==> src/sv/mlfq_pkg.sv <==
package mlfq_pkg;

    localparam int NUM_LEVELS_DEF  = 16;
    localparam int NUM_THREADS_DEF = 16;

    localparam int MODE_W     = 3;
    localparam int THREAD_W   = 4;
    localparam int LEVEL_W    = 4;
    localparam int IN_DATA_W  = 8;
    localparam int OUT_DATA_W = 16;

    localparam int GRP_SIZE  = 8;
    localparam int GRP_IDX_W = 3;

    typedef enum logic [MODE_W-1:0] {
        MODE_NEW     = 3'd0,
        MODE_BLOCK   = 3'd1,
        MODE_END     = 3'd2,
        MODE_UNBLOCK = 3'd3,
        MODE_TIMER   = 3'd4
    } t_mode;

    typedef enum logic [2:0] {
        ST_IDLE,
        ST_PTR_RD,
        ST_PUSH,
        ST_SCAN,
        ST_POP_RD,
        ST_POP_A,
        ST_POP_B,
        ST_OUT
    } t_state;

    typedef struct packed {
        logic ptr_we;
        logic store_we;
        logic store_re;
    } t_qmem_ctl;

    typedef struct packed {
        logic                none_ready;
        logic [LEVEL_W-1:0]  next_level;
        logic [THREAD_W-1:0] next_thread;
        logic [THREAD_W-1:0] old_thread;
        logic                switched;
    } t_result;

endpackage

==> src/sv/mlfq_qmem.sv <==
module mlfq_qmem #(
    parameter int NUM_LEVELS  = mlfq_pkg::NUM_LEVELS_DEF,
    parameter int NUM_THREADS = mlfq_pkg::NUM_THREADS_DEF
) (
    input  logic                               i_clk,
    input  mlfq_pkg::t_qmem_ctl                i_ctl,
    input  logic [$clog2(NUM_LEVELS)-1:0]      i_lvl,
    input  logic [$clog2(NUM_THREADS)-1:0]     i_wslot,
    input  logic [$clog2(NUM_THREADS)-1:0]     i_rslot,
    input  logic [mlfq_pkg::THREAD_W-1:0]      i_st_wdata,
    input  logic [2*$clog2(NUM_THREADS)-1:0]   i_ptr_wdata,
    output logic [2*$clog2(NUM_THREADS)-1:0]   o_ptr_rdata,
    output logic [mlfq_pkg::THREAD_W-1:0]      o_st_rdata
);
    import mlfq_pkg::*;

    localparam int SLOT_W   = $clog2(NUM_THREADS);
    localparam int ST_DEPTH = NUM_LEVELS * (2 ** SLOT_W);

    logic [THREAD_W-1:0] r_store [ST_DEPTH];
    logic [2*SLOT_W-1:0] r_ptr   [NUM_LEVELS];
    logic [2*SLOT_W-1:0] r_ptr_rd;
    logic [THREAD_W-1:0] r_st_rd;

    always_ff @(posedge i_clk) begin
        if (i_ctl.store_we) begin
            r_store[{i_lvl, i_wslot}] <= i_st_wdata;
        end
        if (i_ctl.store_re) begin
            r_st_rd <= r_store[{i_lvl, i_rslot}];
        end
    end

    always_ff @(posedge i_clk) begin
        if (i_ctl.ptr_we) begin
            r_ptr[i_lvl] <= i_ptr_wdata;
        end
        r_ptr_rd <= r_ptr[i_lvl];
    end

    assign o_ptr_rdata = r_ptr_rd;
    assign o_st_rdata  = r_st_rd;

endmodule

==> src/sv/mlfq_ctrl.sv <==
module mlfq_ctrl #(
    parameter int NUM_LEVELS  = mlfq_pkg::NUM_LEVELS_DEF,
    parameter int NUM_THREADS = mlfq_pkg::NUM_THREADS_DEF
) (
    input  logic                               i_clk,
    input  logic                               i_rst_n,
    input  logic                               i_s_valid,
    output logic                               o_s_ready,
    input  logic [mlfq_pkg::MODE_W-1:0]        i_mode,
    input  logic [mlfq_pkg::THREAD_W-1:0]      i_thread,
    input  logic                               i_single,
    output logic                               o_m_valid,
    input  logic                               i_m_ready,
    output mlfq_pkg::t_result                  o_result,
    output mlfq_pkg::t_qmem_ctl                o_qctl,
    output logic [$clog2(NUM_LEVELS)-1:0]      o_lvl,
    output logic [$clog2(NUM_THREADS)-1:0]     o_wslot,
    output logic [$clog2(NUM_THREADS)-1:0]     o_rslot,
    output logic [mlfq_pkg::THREAD_W-1:0]      o_st_wdata,
    output logic [2*$clog2(NUM_THREADS)-1:0]   o_ptr_wdata,
    input  logic [2*$clog2(NUM_THREADS)-1:0]   i_ptr_rdata,
    input  logic [mlfq_pkg::THREAD_W-1:0]      i_st_rdata
);
    import mlfq_pkg::*;

    localparam int LVL_W    = $clog2(NUM_LEVELS);
    localparam int SLOT_W   = $clog2(NUM_THREADS);
    localparam int TL_DEPTH = (NUM_THREADS < (1 << THREAD_W)) ? NUM_THREADS : (1 << THREAD_W);
    localparam int TL_W     = $clog2(TL_DEPTH);
    localparam int NUM_GRP  = (NUM_LEVELS + GRP_SIZE - 1) / GRP_SIZE;
    localparam int GRP_W    = (NUM_GRP > 1) ? $clog2(NUM_GRP) : 1;
    localparam int PAD_W    = NUM_GRP * GRP_SIZE;

    function automatic logic [SLOT_W-1:0] slot_next(input logic [SLOT_W-1:0] s);
        return (s == SLOT_W'(NUM_THREADS - 1)) ? '0 : SLOT_W'(s + 1'b1);
    endfunction

    t_state                r_state, n_state;
    logic [THREAD_W-1:0]   r_thread;
    logic [THREAD_W-1:0]   r_cur;
    logic                  r_switch;
    logic [LVL_W-1:0]      r_lvl;
    logic [GRP_W-1:0]      r_grp;
    logic [NUM_LEVELS-1:0] r_nonempty;
    logic [LVL_W-1:0]      r_tlevel [TL_DEPTH];
    t_result               r_res;

    logic                  w_accept;
    logic                  w_in_range;
    logic [TL_W-1:0]       w_tidx;
    logic [LVL_W-1:0]      w_tl;
    logic                  d_valid, d_push, d_switch, d_tl_we;
    logic [LVL_W-1:0]      d_lvl, d_tl_val;

    logic [SLOT_W-1:0]     w_head, w_tail, w_wslot, w_head_nx;
    logic                  w_ne, w_full;

    logic [PAD_W-1:0]      w_ne_pad;
    logic [GRP_SIZE-1:0]   w_grp_bits;
    logic                  w_hit;
    logic [GRP_IDX_W-1:0]  w_enc;
    logic [LVL_W-1:0]      w_found_lvl;
    logic                  w_last_grp;

    assign w_accept   = i_s_valid && o_s_ready;
    assign w_in_range = int'(i_thread) < NUM_THREADS;
    assign w_tidx     = i_thread[TL_W-1:0];
    assign w_tl       = r_tlevel[w_tidx];

    always_comb begin
        d_valid  = 1'b0;
        d_push   = 1'b0;
        d_switch = 1'b0;
        d_tl_we  = 1'b0;
        d_tl_val = '0;
        d_lvl    = '0;
        if (w_in_range) begin
            unique case (i_mode) inside
                MODE_NEW: begin
                    d_valid = 1'b1;
                    d_push  = 1'b1;
                    d_tl_we = 1'b1;
                end
                MODE_BLOCK, MODE_END: begin
                    d_valid  = 1'b1;
                    d_switch = 1'b1;
                end
                MODE_UNBLOCK: begin
                    d_valid = 1'b1;
                    d_push  = 1'b1;
                    d_lvl   = w_tl;
                end
                MODE_TIMER: begin
                    d_valid  = 1'b1;
                    d_push   = 1'b1;
                    d_switch = 1'b1;
                    d_tl_we  = 1'b1;
                    d_tl_val = (!i_single && w_tl != LVL_W'(NUM_LEVELS - 1)) ?
                               LVL_W'(w_tl + 1'b1) : w_tl;
                    d_lvl    = d_tl_val;
                end
                default: begin
                    d_valid = 1'b0;
                end
            endcase
        end
    end

    assign w_head    = i_ptr_rdata[2*SLOT_W-1:SLOT_W];
    assign w_tail    = i_ptr_rdata[SLOT_W-1:0];
    assign w_ne      = r_nonempty[r_lvl];
    assign w_full    = w_ne && (w_head == w_tail);
    assign w_wslot   = w_ne ? w_tail : '0;
    assign w_head_nx = slot_next(w_head);

    assign w_ne_pad   = PAD_W'(r_nonempty);
    assign w_grp_bits = w_ne_pad[r_grp*GRP_SIZE +: GRP_SIZE];
    assign w_hit      = |w_grp_bits;

    always_comb begin
        w_enc = '0;
        for (int i = GRP_SIZE - 1; i >= 0; i--) begin
            if (w_grp_bits[i]) begin
                w_enc = GRP_IDX_W'(i);
            end
        end
    end

    assign w_found_lvl = LVL_W'({r_grp, w_enc});
    assign w_last_grp  = (r_grp == GRP_W'(NUM_GRP - 1));

    always_comb begin
        n_state = r_state;
        unique case (r_state)
            ST_IDLE: begin
                if (w_accept) begin
                    if (!d_valid) begin
                        n_state = ST_OUT;
                    end else if (d_push) begin
                        n_state = ST_PTR_RD;
                    end else begin
                        n_state = ST_SCAN;
                    end
                end
            end
            ST_PTR_RD: n_state = ST_PUSH;
            ST_PUSH:   n_state = r_switch ? ST_SCAN : ST_OUT;
            ST_SCAN: begin
                if (w_hit) begin
                    n_state = ST_POP_RD;
                end else if (w_last_grp) begin
                    n_state = ST_OUT;
                end
            end
            ST_POP_RD: n_state = ST_POP_A;
            ST_POP_A:  n_state = ST_POP_B;
            ST_POP_B:  n_state = ST_OUT;
            ST_OUT: begin
                if (i_m_ready) begin
                    n_state = ST_IDLE;
                end
            end
            default:   n_state = ST_IDLE;
        endcase
    end

    always_comb begin
        o_s_ready   = (r_state == ST_IDLE);
        o_m_valid   = (r_state == ST_OUT);
        o_qctl      = '0;
        o_ptr_wdata = '0;
        unique case (r_state)
            ST_PUSH: begin
                o_qctl.ptr_we   = !w_full;
                o_qctl.store_we = !w_full;
                o_ptr_wdata     = {(w_ne ? w_head : {SLOT_W{1'b0}}), slot_next(w_wslot)};
            end
            ST_POP_A: begin
                o_qctl.ptr_we   = 1'b1;
                o_qctl.store_re = 1'b1;
                o_ptr_wdata     = {w_head_nx, w_tail};
            end
            default: begin
                o_qctl = '0;
            end
        endcase
    end

    assign o_lvl      = r_lvl;
    assign o_wslot    = w_wslot;
    assign o_rslot    = w_head;
    assign o_st_wdata = r_thread;
    assign o_result   = r_res;

    always_ff @(posedge i_clk) begin
        if (!i_rst_n) begin
            r_state    <= ST_IDLE;
            r_nonempty <= '0;
            r_cur      <= '0;
            for (int i = 0; i < TL_DEPTH; i++) begin
                r_tlevel[i] <= '0;
            end
        end else begin
            r_state <= n_state;
            case (r_state)
                ST_IDLE: begin
                    if (w_accept && d_tl_we) begin
                        r_tlevel[w_tidx] <= d_tl_val;
                    end
                end
                ST_PUSH: begin
                    if (!w_full) begin
                        r_nonempty[r_lvl] <= 1'b1;
                    end
                end
                ST_POP_A: begin
                    if (w_head_nx == w_tail) begin
                        r_nonempty[r_lvl] <= 1'b0;
                    end
                end
                ST_POP_B: begin
                    r_cur <= i_st_rdata;
                end
                default: begin
                end
            endcase
        end
    end

    always_ff @(posedge i_clk) begin
        case (r_state)
            ST_IDLE: begin
                if (w_accept) begin
                    r_thread <= i_thread;
                    r_lvl    <= d_lvl;
                    r_switch <= d_switch;
                    r_grp    <= '0;
                    r_res    <= '0;
                end
            end
            ST_SCAN: begin
                if (w_hit) begin
                    r_lvl <= w_found_lvl;
                end else if (w_last_grp) begin
                    r_res.none_ready  <= 1'b1;
                    r_res.next_level  <= '0;
                    r_res.next_thread <= r_cur;
                    r_res.old_thread  <= r_cur;
                    r_res.switched    <= 1'b0;
                end else begin
                    r_grp <= GRP_W'(r_grp + 1'b1);
                end
            end
            ST_POP_B: begin
                r_res.none_ready  <= 1'b0;
                r_res.next_level  <= LEVEL_W'(r_lvl);
                r_res.next_thread <= i_st_rdata;
                r_res.old_thread  <= r_cur;
                r_res.switched    <= 1'b1;
            end
            default: begin
            end
        endcase
    end

endmodule

==> src/sv/multilevel_feedback_scheduler.sv <==
// Multilevel feedback queue scheduler. Each event is a single transfer on the slave side and
// yields exactly one result transfer on the master side; the block takes no new event until that
// result has been taken. An event that only queues a thread (new, unblock) reads the pointers of
// its level and then writes the thread into the queue memory. An event that needs a switch
// (block, end) runs a priority scan over the eight-level groups, lowest levels first, until it
// finds a non-empty level, then reads that level's pointers and pops its head thread; a timer
// tick first queues the thread as above and then does the same. A block or end event that finds
// every level empty reports none_ready. The reads of the per-level pointer memory and of the
// queue memory are registered. Unknown modes and thread numbers not below NUM_THREADS return an
// all-zero result in the cycle after their transfer and leave the state untouched. No clearing
// pass is needed after reset.
module multilevel_feedback_scheduler #(
    parameter int NUM_LEVELS  = mlfq_pkg::NUM_LEVELS_DEF,
    parameter int NUM_THREADS = mlfq_pkg::NUM_THREADS_DEF
) (
    input  logic                                i_clk,
    input  logic                                i_rst_n,
    input  logic                                s_tvalid,
    output logic                                s_tready,
    // thread [3:0], single_thread [4], zero [7:5]
    input  logic [mlfq_pkg::IN_DATA_W-1:0]      s_tdata,
    // mode [2:0]
    input  logic [mlfq_pkg::MODE_W-1:0]         s_tuser,
    output logic                                m_tvalid,
    input  logic                                m_tready,
    // switched [0], old_thread [4:1], next_thread [8:5], next_level [12:9],
    // none_ready [13], zero [15:14]
    output logic [mlfq_pkg::OUT_DATA_W-1:0]     m_tdata
);
    import mlfq_pkg::*;

    localparam int LVL_W  = $clog2(NUM_LEVELS);
    localparam int SLOT_W = $clog2(NUM_THREADS);

    t_result             w_result;
    t_qmem_ctl           w_qctl;
    logic [LVL_W-1:0]    w_lvl;
    logic [SLOT_W-1:0]   w_wslot, w_rslot;
    logic [THREAD_W-1:0] w_st_wdata, w_st_rdata;
    logic [2*SLOT_W-1:0] w_ptr_wdata, w_ptr_rdata;

    mlfq_ctrl #(
        .NUM_LEVELS  (NUM_LEVELS),
        .NUM_THREADS (NUM_THREADS)
    ) u_ctrl (
        .i_clk       (i_clk),
        .i_rst_n     (i_rst_n),
        .i_s_valid   (s_tvalid),
        .o_s_ready   (s_tready),
        .i_mode      (s_tuser),
        .i_thread    (s_tdata[THREAD_W-1:0]),
        .i_single    (s_tdata[THREAD_W]),
        .o_m_valid   (m_tvalid),
        .i_m_ready   (m_tready),
        .o_result    (w_result),
        .o_qctl      (w_qctl),
        .o_lvl       (w_lvl),
        .o_wslot     (w_wslot),
        .o_rslot     (w_rslot),
        .o_st_wdata  (w_st_wdata),
        .o_ptr_wdata (w_ptr_wdata),
        .i_ptr_rdata (w_ptr_rdata),
        .i_st_rdata  (w_st_rdata)
    );

    mlfq_qmem #(
        .NUM_LEVELS  (NUM_LEVELS),
        .NUM_THREADS (NUM_THREADS)
    ) u_qmem (
        .i_clk       (i_clk),
        .i_ctl       (w_qctl),
        .i_lvl       (w_lvl),
        .i_wslot     (w_wslot),
        .i_rslot     (w_rslot),
        .i_st_wdata  (w_st_wdata),
        .i_ptr_wdata (w_ptr_wdata),
        .o_ptr_rdata (w_ptr_rdata),
        .o_st_rdata  (w_st_rdata)
    );

    assign m_tdata = OUT_DATA_W'(w_result);

endmodule

==> config.mk <==
export PLATFORM = sky130hd
export DESIGN_NAME = multilevel_feedback_scheduler
export DESIGN_NICKNAME = d
export VERILOG_FILES = /design/src/sv/mlfq_pkg.sv /design/src/sv/mlfq_qmem.sv /design/src/sv/mlfq_ctrl.sv /design/src/sv/multilevel_feedback_scheduler.sv
export SDC_FILE = /design/constraint.sdc
export NUM_CORES = 2
export LEC_CHECK = 0
export BUFFER_PORTS_ARGS = -buffer_cell sky130_fd_sc_hd__buf_4
export CAP_MARGIN = 20
export CORE_MARGIN = 3
export CORE_UTILIZATION = 63
export CTS_BUF_LIST = sky130_fd_sc_hd__clkbuf_16
export CTS_CLUSTER_SIZE = 10
export DETAILED_ROUTE_END_ITERATION = 12
export PLACE_DENSITY_LB_ADDON = 0.2
export SKIP_CTS_REPAIR_TIMING = 1
export SYNTH_ARGS = -nofsm -noshare
export SYNTH_HDL_FRONTEND = slang
export SYNTH_SLANG_ARGS = --single-unit
==> constraint.sdc <==
create_clock -name i_clk -period 4.7 [get_ports i_clk]
set_clock_uncertainty 0.1 [all_clocks]
set_input_delay 0.47 -clock i_clk [delete_from_list [all_inputs] [get_ports i_clk]]
set_output_delay 0.47 -clock i_clk [all_outputs]
set_load 0.02 [all_outputs]
==> reports/metrics.csv <==
metric,value,unit
outcome,"finished, final reports clean",
fill count,4582,
period utilisation layout,0.8984,
Sw Pwr,8.014,mW
mapped cell area,0.05113,mm²
H-tree depth,4,
GP Congestion,0.9673,
global-route wire length before repair,178.0,mm
largest net degree at the start of global routing,257,
IO Port Bufs,27,
maximum fanout along the worst path,13,
internal power,21.44,mW
Area Overhead vs Synth,10.92,%
crit path DAT,4490,ps
Reg power frac,0.450,
initial antenna violation count,2,
DR vias/cell,6.867,
CP peak stage delay,710,ps
Post-synth ARST share,0,
CTS tree,yes,
drt total wl,119.3,mm
root buffer selected by CTS,clkbuf_16,
Worst Max-Slew Pin Slew,1491,ps
total CTS buffers,146,
fraction of layout cells with a size suffix above 1,0.2319,
"Primary FF master, synth",edfxtp_1,
crit path cell chain,"mux4_1, mux4_2, and2_0, inv_1, ha_1, nand2_1, buf_4, nor2_1",
Cell Rows,103,
drt first-iter violations,3715,
vias in the first global route,26890,
total power,29.45,mW
post-route ant nets,0,
Leak,17.86,nW
Die ar.,0.08462,mm²
Worst Hold Class,in -> reg,
Skew-Pair Late Insertion Delay,720,ps
core area,0.07964,mm²
setup violators final,0,
crit end category,register,
clock power share,0.335,
global-route usage over all layers,0.2883,
switching share of power,0.2721,
Cell variety after synth,63,
Worst EP required,4970,ps
via count,26450,
Post-Syn Instances,2656,
startpoint types,register,
first drt pass iteration count,6,
Post-synth EDFFs,1244,
"CTS clk-pin slew, worst paths",60,ps
Longest Clk Path Bufs,3,
total of max-cap violations,0,
Die Ht,290.9,µm
relative slew slack,0.005939,
Syn. warnings,0,
"Seq/Total Area, Yosys",0.7427,
Die W,290.9,µm
WL/cell,30.97,µm
post-synthesis register bit count,1275,
Crit-path slowest cell,edfxtp_1,
Sink Count,1275,
Top Ports,33,
setup TNS,0,ps
Nets,2773,
Initial Util,0.6420,
unrepaired setup endpoints after global routing,no,
grt ovf,0,
max-slew violations,0,
Max Fclk,236.8,MHz
power per standard cell area,519.3,mW/mm²
Comb pwr share,0.215,
Period minus WS final,4222,ps
post-detail-place hpwl,71.36,mm
Avg Inst Size Synth,19.25,µm²
final hold violation count,0,
drt drc,0,
Setup CP Type,reg -> reg,
peak supply drop,355.1,µV
## kinds of logic after synthesis
family | count (synthesis) | share of synthesized area
flip-flops | 1275 | 0.7427
AND/OR/NAND/NOR | 612 | 0.05151
multiplexers | 410 | 0.1650
buffers and inverters | 184 | 0.01752
AO/OA/AOI/OAI | 162 | 0.02085
XOR/XNOR | 8 | 0.001370
adder cells (fa/ha/maj) | 4 | 0.0009788
other | 1 | 0.00007334
## cell usage after synthesis (5+ instances only)
cell      count  area (µm²)
o22ai_1      15       93.84
inv_1        17       63.81
o32ai_1       5       43.79
nand2_2       9       56.30
mux2i_1      58       580.6
buf_2        50       250.2
buf_1        17       63.81
nand2_1     109       409.1
nor3_1       25       125.1
a22oi_1      25       187.7
and2_1       15       93.84
o21ai_0      33       165.2
nand2b_1      9       56.30
mux4_2      343        7725
clkbuf_1     71       266.5
nand2_4       5       56.30
o211ai_1     14       105.1
xor2_1        5       43.79
dfxtp_1      31       620.6
buf_6         9       101.4
buf_4        17       127.6
mux2_2        7       78.83
nor2_1      378        1419
a21oi_1      32       160.2
edfxtp_1   1244       37360
nor2b_1      13       81.33
nand3_1      22       110.1
## layout make-up
cell class | count | area [µm²] | area share
tap | 1050 | 1314 | 0.02316
sequential | 1275 | 37990 | 0.6698
clock buffer | 151 | 3779 | 0.06662
clock inverter | 42 | 281.5 | 0.004964
inverter | 19 | 71.32 | 0.001257
timing repair buffer | 114 | 1011 | 0.01782
multi-input combinational | 1198 | 12260 | 0.2162
antenna | 2 | 5.005 | 0.00008824
## power by group through the flow
| stage | clock network, mW | logic (mW) | registers (mW) |
|---|---|---|---|
| finish | 9.86 | 6.35 | 13.3 |
| global route | 10.4 | 6.64 | 13.2 |
| CTS | 9.97 | 6.33 | 13.2 |
| detailed placement | 0 | 6.28 | 13.4 |
| global placement | 0 | 6.16 | 13.4 |
| floorplan | 0 | 4.32 | 13.4 |
## through the flow
step / hold slack, ps / std cells / utilization / setup slack (ps) / area [µm²]
floorplan: 345.0 / 2657 / - / 554.3 / 51140
global placement: 354.2 / 3651 / 0.6606 / 726.0 / 52610
detailed placement: 362.4 / 3652 / 0.6607 / 601.9 / 52620
CTS: -92.52 / 3845 / 0.7116 / 571.6 / 56680
global route: 20.60 / 3849 / 0.7121 / 405.7 / 56710
finish: 32.96 / 3851 / 0.7121 / 477.5 / 56720
## worst max-delay path, delay by kind of cell (launching register included)
kind | cells | cell delay, ps
buf+inv | 2 | 470
simple gates | 3 | 1070
flops | 1 | 710
mux | 2 | 1280
fa+ha+maj | 1 | 220
## flip-flops by register name, summed over array words and instances, names as in the netlist, named ones only
register	flops
u_qmem.o_ptr_rdata	8
u_qmem.o_st_rdata	4
u_qmem.r_ptr	128
u_ctrl.o_st_wdata	4
u_ctrl.r_switch	1
u_ctrl.r_state	3
u_ctrl.r_tlevel	64
u_ctrl.o_lvl	4
u_ctrl.r_grp	1
u_ctrl.r_cur	4
u_ctrl.o_result	14
u_qmem.r_store	1024
## layout by cell type, fill, tap and decap left out, types with 5 or more instances in the layout
master / netlist / layout
nor3_1: 25 / 25
xor2_1: 5 / 5
nor2_1: 378 / 378
nand2_4: 5 / 5
o22ai_1: 15 / 15
o32ai_1: 5 / 5
o211ai_1: 14 / 14
nand3_1: 22 / 22
inv_1: 17 / 46
buf_4: 17 / 98
nand2b_1: 9 / 9
nand2_2: 9 / 9
edfxtp_1: 1244 / 1244
o21ai_0: 33 / 33
nor2b_1: 13 / 13
and2_1: 15 / 15
nand2_1: 109 / 109
buf_12: 0 / 12
a22oi_1: 25 / 25
clkinv_1: 2 / 5
mux2i_1: 58 / 58
a21oi_1: 32 / 32
dfxtp_1: 31 / 27
clkbuf_16: 0 / 151
mux4_2: 343 / 343
mux2_2: 7 / 7
## metal layers
metal	global-route usage	vias to the layer above	wire [µm]
li1	-	10840	-
met1	0.4166	13570	44980
met2	0.4373	1741	56380
met3	0.06233	297	12740
met4	0.1218	0	5170
met5	0	-	0
## worst paths after layout
path,slack [ps],to,startpoint,depth (start not counted)
setup / recovery,480,u_qmem.r_store[205][3]$_DFFE_PP_,u_ctrl.o_lvl[0]$_DFFE_PP_,8
hold / removal,30,u_ctrl.r_switch$_DFFE_PP_,s_tuser[0],3
setup reg to reg,480,u_qmem.r_store[205][3]$_DFFE_PP_,u_ctrl.o_lvl[0]$_DFFE_PP_,8
hold reg to reg,370,u_ctrl.r_cur[1]$_SDFFE_PN0N_,u_ctrl.r_cur[1]$_SDFFE_PN0N_,2
(Power assumes the default switching activity.)
